**src/rtl/windowed_peak_history_assert.svh**
```systemverilog
// Assertion macros shared by the windowed peak history RTL.
`ifndef WINDOWED_PEAK_HISTORY_ASSERT_SVH
`define WINDOWED_PEAK_HISTORY_ASSERT_SVH

// Same-cycle implication, sampled on aclk, off during reset.
`define WPH_ASSERT_IMP(lbl, ante, cons, msg) \
    lbl: assert property (@(posedge aclk) disable iff (!aresetn) (ante) |-> (cons)) \
        else $error(msg);

// Next-cycle implication, sampled on aclk, off during reset.
`define WPH_ASSERT_NXT(lbl, ante, cons, msg) \
    lbl: assert property (@(posedge aclk) disable iff (!aresetn) (ante) |=> (cons)) \
        else $error(msg);

`endif

```
**src/rtl/wph_pkg.sv**
```systemverilog
// Package: sizes, microcode format, control program and ring helpers.
package wph_pkg;

    localparam int CHANNELS   = 4;
    localparam int WINDOW_MAX = 512;

    localparam int CHANNEL_W = 2;
    localparam int SAMPLE_W  = 32;
    localparam int WLEN_W    = 10;
    localparam int SLOT_W    = $clog2(WINDOW_MAX);
    localparam int FILL_W    = $clog2(WINDOW_MAX + 1);
    localparam int DEPTH     = CHANNELS * WINDOW_MAX;
    localparam int ADDR_W    = $clog2(DEPTH);
    localparam int STEP_W    = 3;

    localparam logic [WLEN_W-1:0]   WLEN_RESET = WLEN_W'(512);
    localparam logic [SAMPLE_W-1:0] PEAK_RESET = SAMPLE_W'(1);

    typedef logic [STEP_W-1:0]   step_t;
    typedef logic [SLOT_W-1:0]   slot_t;
    typedef logic [FILL_W-1:0]   fill_t;
    typedef logic [ADDR_W-1:0]   addr_t;
    typedef logic [SAMPLE_W-1:0] sample_t;

    localparam step_t STEP_IDLE    = 3'd0;
    localparam step_t STEP_CHECK   = 3'd1;
    localparam step_t STEP_HIT     = 3'd2;
    localparam step_t STEP_SCAN    = 3'd3;
    localparam step_t STEP_ADVANCE = 3'd4;
    localparam step_t STEP_APPEND  = 3'd5;

    typedef enum logic [2:0] {
        COND_ALWAYS,
        COND_IN,
        COND_EVICT,
        COND_HIT,
        COND_SCAN_DONE,
        COND_OUT_FREE
    } cond_t;

    typedef struct packed {
        cond_t cond;
        step_t t_true;
        step_t t_false;
        logic  take;
        logic  rd_head;
        logic  scan_init;
        logic  scan;
        logic  advance;
        logic  append;
    } ucode_t;

    typedef struct packed {
        ucode_t uc;
        logic   go;
    } wph_ctl_t;

    typedef struct packed {
        logic in_valid;
        logic evict;
        logic hit;
        logic scan_done;
        logic out_free;
    } wph_stat_t;

    function automatic ucode_t ucode_rom(step_t pc);
        ucode_t w;
        w = '{cond: COND_ALWAYS, t_true: STEP_IDLE, t_false: STEP_IDLE, default: 1'b0};
        case (pc)
            STEP_IDLE: begin
                w.cond = COND_IN;    w.t_true = STEP_CHECK;  w.t_false = STEP_IDLE;
                w.take = 1'b1;
            end
            STEP_CHECK: begin
                w.cond = COND_EVICT; w.t_true = STEP_HIT;    w.t_false = STEP_APPEND;
                w.rd_head = 1'b1;
            end
            STEP_HIT: begin
                w.cond = COND_HIT;   w.t_true = STEP_SCAN;   w.t_false = STEP_ADVANCE;
                w.scan_init = 1'b1;
            end
            STEP_SCAN: begin
                w.cond = COND_SCAN_DONE; w.t_true = STEP_ADVANCE; w.t_false = STEP_SCAN;
                w.scan = 1'b1;
            end
            STEP_ADVANCE: begin
                w.cond = COND_ALWAYS; w.t_true = STEP_APPEND; w.t_false = STEP_APPEND;
                w.advance = 1'b1;
            end
            STEP_APPEND: begin
                w.cond = COND_OUT_FREE; w.t_true = STEP_IDLE; w.t_false = STEP_APPEND;
                w.append = 1'b1;
            end
            default: begin
                w.cond = COND_ALWAYS; w.t_true = STEP_IDLE; w.t_false = STEP_IDLE;
            end
        endcase
        return w;
    endfunction

    function automatic slot_t slot_after(slot_t base, fill_t offset);
        logic [FILL_W:0] s;
        s = (FILL_W + 1)'(base) + (FILL_W + 1)'(offset);
        if (s >= (FILL_W + 1)'(WINDOW_MAX)) begin
            s = s - (FILL_W + 1)'(WINDOW_MAX);
        end
        return s[SLOT_W-1:0];
    endfunction

    function automatic addr_t mem_addr(logic [CHANNEL_W-1:0] ch, slot_t slot);
        return ADDR_W'(ch) * ADDR_W'(WINDOW_MAX) + ADDR_W'(slot);
    endfunction

endpackage

```
**src/rtl/wph_seq.sv**
```systemverilog
// Microcode sequencer: step counter, control ROM and conditional jumps.
module wph_seq
    import wph_pkg::*;
(
    input  logic      aclk,
    input  logic      aresetn,
    input  wph_stat_t stat,
    output wph_ctl_t  ctl
);

    step_t  pc_reg;
    step_t  pc_next;
    ucode_t uc;
    logic   go;

    always_comb begin
        uc = ucode_rom(pc_reg);
        case (uc.cond)
            COND_ALWAYS:    go = 1'b1;
            COND_IN:        go = stat.in_valid;
            COND_EVICT:     go = stat.evict;
            COND_HIT:       go = stat.hit;
            COND_SCAN_DONE: go = stat.scan_done;
            COND_OUT_FREE:  go = stat.out_free;
            default:        go = 1'b1;
        endcase
        pc_next = go ? uc.t_true : uc.t_false;
        ctl.uc  = uc;
        ctl.go  = go;
    end

    always_ff @(posedge aclk) begin
        if (!aresetn) begin
            pc_reg <= STEP_IDLE;
        end else begin
            pc_reg <= pc_next;
        end
    end

endmodule

```
**config.mk**
```make
export PLATFORM = sky130hd
export DESIGN_NAME = wph_seq
export DESIGN_NICKNAME = d
export VERILOG_FILES = /design/src/rtl/windowed_peak_history_assert.svh /design/src/rtl/wph_pkg.sv /design/src/rtl/wph_seq.sv
export SDC_FILE = /design/constraint.sdc
export NUM_CORES = 1
export LEC_CHECK = 0
export ABC_AREA = 1
export BUFFER_PORTS_ARGS = -buffer_cell sky130_fd_sc_hd__buf_2
export CORE_AREA = 2 2 39 41
export DETAILED_ROUTE_END_ITERATION = 8
export DIE_AREA = 0 0 41 43
export MAX_ROUTING_LAYER = met4
export PLACE_DENSITY = 0.6
export SYNTH_ARGS = -nofsm -noshare
export SYNTH_HDL_FRONTEND = slang
export SYNTH_SLANG_ARGS = --single-unit
```
**constraint.sdc**
```tcl
create_clock -name aclk -period 3.2 [get_ports aclk]
set_clock_uncertainty 0.2 [all_clocks]
set_input_delay 0.8 -clock aclk [delete_from_list [all_inputs] [get_ports aclk]]
set_output_delay 0.8 -clock aclk [all_outputs]
set_load 0.05 [all_outputs]
```
==> run summary, run 1 <==
Routability-driven placement finished with a final weighted congestion of 0.744. For the full die area, the log shows 1760 sq um. The average wire per cell in the routed design came out at 8.55 microns.

The tools report the number of global-route vias before repair as 328. The signal on the critical path passes through nand2_1 > nand2_1 > nor2_2 > nor2_1 > inv_1 > buf_2. For the pin with the worst max-slew slack, the measured transition is 0.411 ns. The cell chosen for the clock root is sky130_fd_sc_hd__clkbuf_4.

For the antenna diode instance count, the log shows 0. The post-route fraction of the period consumed by the critical path is 78.6%, and the synthesized cell area is 360 sq um. The worst setup path is of the flop to output pin kind. In this run the horizontal extent of the chip is 41 microns. The run gives 0 as the max capacitance violation total. After clock tree synthesis, the clock-pin slew on the worst setup and hold paths is 0.04 ns. The slowest stage of the critical path is the sky130_fd_sc_hd__dfxtp_1 cell. After layout, the minimum clock period comes to 2.51 ns. For the highest achievable clock rate, the log shows 0.398 GHz. For the unique cell type count in the Yosys netlist, the log shows 17. Setup repair after global routing left no endpoint under its margin. The clock tree buffer depth is 2, and the net total in the final layout is 89. The path class of the tightest hold or removal check is flop to flop. The run finished with clean final reports. The number of nets handed over by synthesis was 67. On the worst path, the slowest cell contributes a delay of 0.54 ns.

The run gives 97 as the non-filler instance count after layout. The maximum level of the CTS H-tree came out at 1. For this run, the total global-route usage over all layers was measured as 11.0%. For this run, the register share of the synthesized area comes to 16.7%. The library cell used most frequently in the layout, excluding fill and tap cells, is sky130_fd_sc_hd__buf_2. The tools report the clock network latency to the later pin of the worst-skew pair as 0.23 ns.

Counting flops and latches in the post-synthesis netlist gives 3. Largest area contributor in the synthesized netlist: sky130_fd_sc_hd__dfxtp_1. The via count was 408. Number of violations reported at the end of detailed-routing iteration 0: 6.

Leaving out fill and tap cells, the most frequent cells in the layout are sky130_fd_sc_hd__buf_2, sky130_fd_sc_hd__nor2_1, sky130_fd_sc_hd__inv_1. By instance count, the cell type seen most on the critical path is sky130_fd_sc_hd__nand2_1. Counting tap cells, the placed design contains a total of 93 instances. The logs give 0 for the initial antenna violation count and 0 for the Yosys warning count.

Yosys attributes the largest share of cell area to sky130_fd_sc_hd__dfxtp_1, sky130_fd_sc_hd__nor2_1, sky130_fd_sc_hd__inv_1. After global routing the overflow that remains totals 0. The initial utilization of the core area, before any placement, comes to 26.0%. Setup violations remaining at the end of the flow were counted as 0. The type of destination of the critical path was an output pin.

The worst relative slew slack was 72.6%; the share of final-layout standard cells stronger than drive strength 1 was 40.7%. The tools report the detailed-router iteration count before antenna repair as 4. For the final core utilization, the log shows 34.1%. The register with the most flip-flops in the layout has 3 of them. STA puts the critical path data arrival time at 1.51 ns. The relative area change from synthesis to final layout is 30.9%. In the routed layout, each cell is associated on average with a via count of 4.21.

Synthesis produced a netlist whose cell count is 60. The post-CTS setup buffer count is 0. The routed design has 829 microns of wire.

The worst hold path was traced through 3 stages. TritonCTS built the clock tree. The number of clock buffers added by TritonCTS is 3. The run gives 0 as the number of slew-limit violations in the final report.

The first global-routing pass estimated 1300 microns of wire. Clock tree synthesis found a total of 3 sinks. Row generation in the floorplan step produced 14 rows. The cell depth of the worst flop-to-flop path is 7, and the mean cell area of the mapped netlist is 6.01 sq um. The logs give 0 for the cts-stage hold buffer count and 0 for the count of cells resized by post-cts repair.

Once detail routing completed, the nets flagged for antenna violations numbered 0. The tools report the area of the core region as 1380 sq um. The area share of the leading cell type in the synthesized netlist is 16.7%, and the maximum fanout along the worst path is 10. The number of failing hold endpoints at the final stage is 0, and the die height is 43 microns. The number of port buffers is 22, and the largest net degree at the start of global routing is 11. The number of remaining DRC errors is 0, and the I/O pin count is 23.

For the final routed database, the setup TNS stands at 0 ns. Data on the critical path is required at its endpoint by 2.20 ns. The tools report the half-perimeter wire length of the detailed placement result as 685 microns. Counting the fill cells in the layout gives 154. Sort of element at the start of the critical path: a flop.
==> through the flow <==
step / hold WS [ns] / cell area, sq um / setup WS (ns)
global placement: 0.578 / 445 / 0.721
CTS: 0.587 / 472 / 0.670
global route: 0.616 / 472 / 0.517
floorplan: 0.538 / 360 / 0.669
finish: 0.583 / 472 / 0.685
detailed placement: 0.575 / 445 / 0.724
==> synth_stat cells <==
| cell | instances |
|---|---|
| sky130_fd_sc_hd__a21oi_1 | 3 |
| sky130_fd_sc_hd__nor2_4 | 2 |
| sky130_fd_sc_hd__nor2_2 | 2 |
| sky130_fd_sc_hd__inv_4 | 1 |
| sky130_fd_sc_hd__nand3_1 | 5 |
| sky130_fd_sc_hd__nand4_1 | 2 |
| sky130_fd_sc_hd__o211ai_1 | 1 |
| sky130_fd_sc_hd__nor2_1 | 13 |
| sky130_fd_sc_hd__o21ai_4 | 1 |
| sky130_fd_sc_hd__buf_6 | 2 |
| sky130_fd_sc_hd__inv_2 | 1 |
| sky130_fd_sc_hd__nand2_1 | 9 |
| sky130_fd_sc_hd__nand2_2 | 1 |
| sky130_fd_sc_hd__dfxtp_1 | 3 |
| sky130_fd_sc_hd__inv_1 | 10 |
| sky130_fd_sc_hd__buf_4 | 3 |
| sky130_fd_sc_hd__o21a_1 | 1 |
==> cell families after synthesis <==
logic type	synth area share, %
AO/OA/AOI/OAI	12.8
buffers and inverters	25.7
flip-flops	16.7
AND/OR/NAND/NOR	44.8
==> worst max-delay path: cells and delay by family, from the launching register on <==
family,cells,cell delay (ns)
simple gates,4,0.49
flops,1,0.54
buf+inv,2,0.25
==> layer usage <==
| metal | up-vias | routed length [microns] | global-route usage (%) | share of wire, % |
|---|---|---|---|---|
| met2 | 19 | 329 | 12.5 | 40 |
| met5 | - | 0 | - | 0 |
| met1 | 167 | 417 | 16.7 | 50 |
| met4 | 0 | 0 | 2.00 | 0 |
| met3 | 0 | 81 | 6.28 | 9.8 |
| li1 | 222 | - | - | - |
==> cell type report <==
type / instances / area (sq um) / area share, %
multi-input combinational: 40 / 208 / 44.0
inverter: 12 / 47.5 / 10.1
tap: 16 / 20.0 / 4.24
timing repair buffer: 22 / 110 / 23.3
clock buffer: 4 / 26.3 / 5.57
sequential: 3 / 60.1 / 12.7
==> worst paths after layout <==
kind,startpoint,end,slack (ns)
min,pc_reg[0],pc_reg[0],0.58
min reg2reg,pc_reg[0],pc_reg[0],0.58
max reg2reg,pc_reg[1],pc_reg[2],1.68
max,pc_reg[1],ctl[9],0.69
Power of run 1 is left out: the tool's default activity adds up to more than one toggle a clock period on the data nets, which glitch-free logic cannot reach.
==> inputs of run 2 (changes only) <==
- PLACE_DENSITY: 0.6 -> 0.62
- clock period: 3.2 -> 2.1 ns (I/O delays scaled with it)
==> run 2 against run 1 <==
Effect of this change: register-to-register slack got worse by 1.0 ns; hold slack got worse by 0.26 ns; die area unchanged; utilization is 3.3 points higher; final area increased by 9.8%; setup slack lost 0.62 ns; final cell count rose by 2.1%; critical path depth stayed put; sequential share of layout area grew 1.0 points; via count is 7.1% higher.
==> run summary, run 2 (synthesized netlist as in run 1, its figures left out) <==
The flow ran to the end, and the final reports show no timing, DRC or antenna violations. The maximum level of the CTS H-tree was 1; the final core utilization was 37.4%. The number of cell rows was 14. The register with the most flip-flops in the layout has 3 of them. CTS saw 3 sinks. The logs give 2 for the detailed-router iteration count before antenna repair and 335 for the number of global-route vias before repair.

Setup repair after global routing could not meet its margin everywhere. The clock reaches the later pin of the worst-skew pair after 0.25 ns. Half-perimeter wire length of the detailed placement result: 739 microns. The endpoint identified for the worst register-to-register timing path is pc_reg[0]. Entering global routing, the biggest net connects 11 pins. For the overall global routing resource usage, the log shows 12.0%.

The remaining antenna violation count is 0, and the setup slack of the worst register-to-register path is 0.65 ns. The worst setup path is captured at an output pin. TritonCTS built the clock tree. At the worst endpoint, the required time is 1.37 ns.

After routing, the total negative slack on setup checks comes to 0 ns. The clock passes through at most 2 buffers. The tools report the wire length of the first global-routing pass as 1380 microns. The tools report the critical path launch point as pc_reg[0]. After filler insertion, the fill cell instance count of the layout stands at 164. The number of clock buffers added by TritonCTS is 3. The average via count per standard cell is 4.41, and the post-route fraction of the period consumed by the critical path is 96.9%. The antenna diode instance count is 0, and the number of slew-limit violations in the final report is 0. The via count was 437.

The relative area change from synthesis to final layout is 43.7%. For the pin with the worst max-slew slack, the measured transition is 0.258 ns. Cell chosen for the clock root: sky130_fd_sc_hd__clkbuf_4.

Routability-driven placement finished with a final weighted congestion of 0.704. After clock tree synthesis, the clock-pin slew on the worst setup and hold paths is 0.04 ns. The worst pin sits at a relative slew slack of 82.9%. The min-delay analysis places its worst path in the category input port to flop. The floorplan step defined a core boundary enclosing 1380 sq um.

The tool flagged a number of max-cap violations equal to 0. The die covers 1760 sq um. For this block, the routed nets add up to 898 microns of wire.

Die height: 43 microns. Worst endpoint data arrival time: 1.31 ns. Sort of element at the start of the critical path: a flop. Following the worst setup path forward leads to its endpoint at ctl[0]. For this run the aggregate overflow at the end of global routing stands at 0. The class of the most critical setup path is flop to output pin.

Leaving out fill and tap cells, the most frequent cell in the layout is sky130_fd_sc_hd__buf_2. The initial antenna violation count is 0. Critical register-to-register path startpoint: pc_reg[0]. The run gives 0 as the number of failing hold endpoints at the final stage.

The maximum fanout along the worst path is 8, and the net total in the final layout is 91. In the routed design, unresolved DRC markers number 0. In this run the tool buffered the top-level ports with 22 buffer cells. In this run, the number of DRC markers left after iteration 0 of detailed routing was 8. The shortest period the worst path allows was 2.04 ns; the I/O pin count was 23. The die outline width was 41 microns. For this configuration, the core starts out at a cell density of 26.0%. The highest achievable clock rate is 0.491 GHz.

Measured in cells, the most critical reg-to-reg path has a length of 7. In the final layout, the share of cells above drive strength 1 is 47.0%. The number of endpoints failing setup at the final stage came out at 0.

In the layout the commonest cells are sky130_fd_sc_hd__buf_2, sky130_fd_sc_hd__nor2_1, sky130_fd_sc_hd__inv_1. The average wire per cell in the routed design is 9.07 microns. The cts-stage hold buffer count is 0.
## run 2: final cells by class
cell class | count | area, sq um | area share, %
clock buffers | 4 | 26.3 | 5.07
inverters | 12 | 47.5 | 9.18
multi-input cells | 40 | 215 | 41.5
flip-flops and latches | 3 | 71.3 | 13.8
well taps | 16 | 20.0 | 3.86
repair buffers | 24 | 138 | 26.6
## run 2: what timing repair did
action / 4_1_cts / 5_1_grt
setup endpoints to repair: 9 / 6
pin swaps: 0 / 0
endpoints found under the hold margin: 0 / 0
setup buffers: 0 / 0
resized for setup: 6 / 6
## run 2: per-stage QoR
step / area, sq um / setup WS (ns) / hold WS (ns) / std cells
5_1_grt: 518 / -0.0220 / 0.335 / 99
3_5_place_dp: 465 / 0.104 / 0.587 / 95
2_1_floorplan: 365 / 0.0181 / 0.446 / 60
6_report: 518 / 0.0649 / 0.319 / 99
3_3_place_gp: 465 / 0.127 / 0.581 / 95
4_1_cts: 503 / 0.00344 / 0.322 / 99
## run 2: critical path, stage by stage (launching register included)
cell and delay (ns):
sky130_fd_sc_hd__dfxtp_4 0.37, sky130_fd_sc_hd__nor2_2 0.21, sky130_fd_sc_hd__nand3_1 0.11, sky130_fd_sc_hd__nand2_2 0.09, sky130_fd_sc_hd__nor2_4 0.04, sky130_fd_sc_hd__nand2_1 0.05, sky130_fd_sc_hd__buf_4 0.19
## run 2: worst min path at each step
stage	end	cells after the start	startpoint
3_3_place_gp	pc_reg[2]	3	aresetn
2_1_floorplan	pc_reg[0]	2	aresetn
4_1_cts	pc_reg[2]	3	aresetn
3_5_place_dp	pc_reg[2]	3	aresetn
6_report	pc_reg[2]	3	aresetn
5_1_grt	pc_reg[2]	3	aresetn
## run 2: layer usage
layer / vias to the layer above / GRT usage, % / part of all wire [%]
met5: - / - / 0
met2: 20 / 14.1 / 41
li1: 227 / - / -
met3: 2 / 2.62 / 9.9
met4: 0 / 10.0 / 2.4
met1: 188 / 16.7 / 46
Power of run 2 is left out for the same reason.
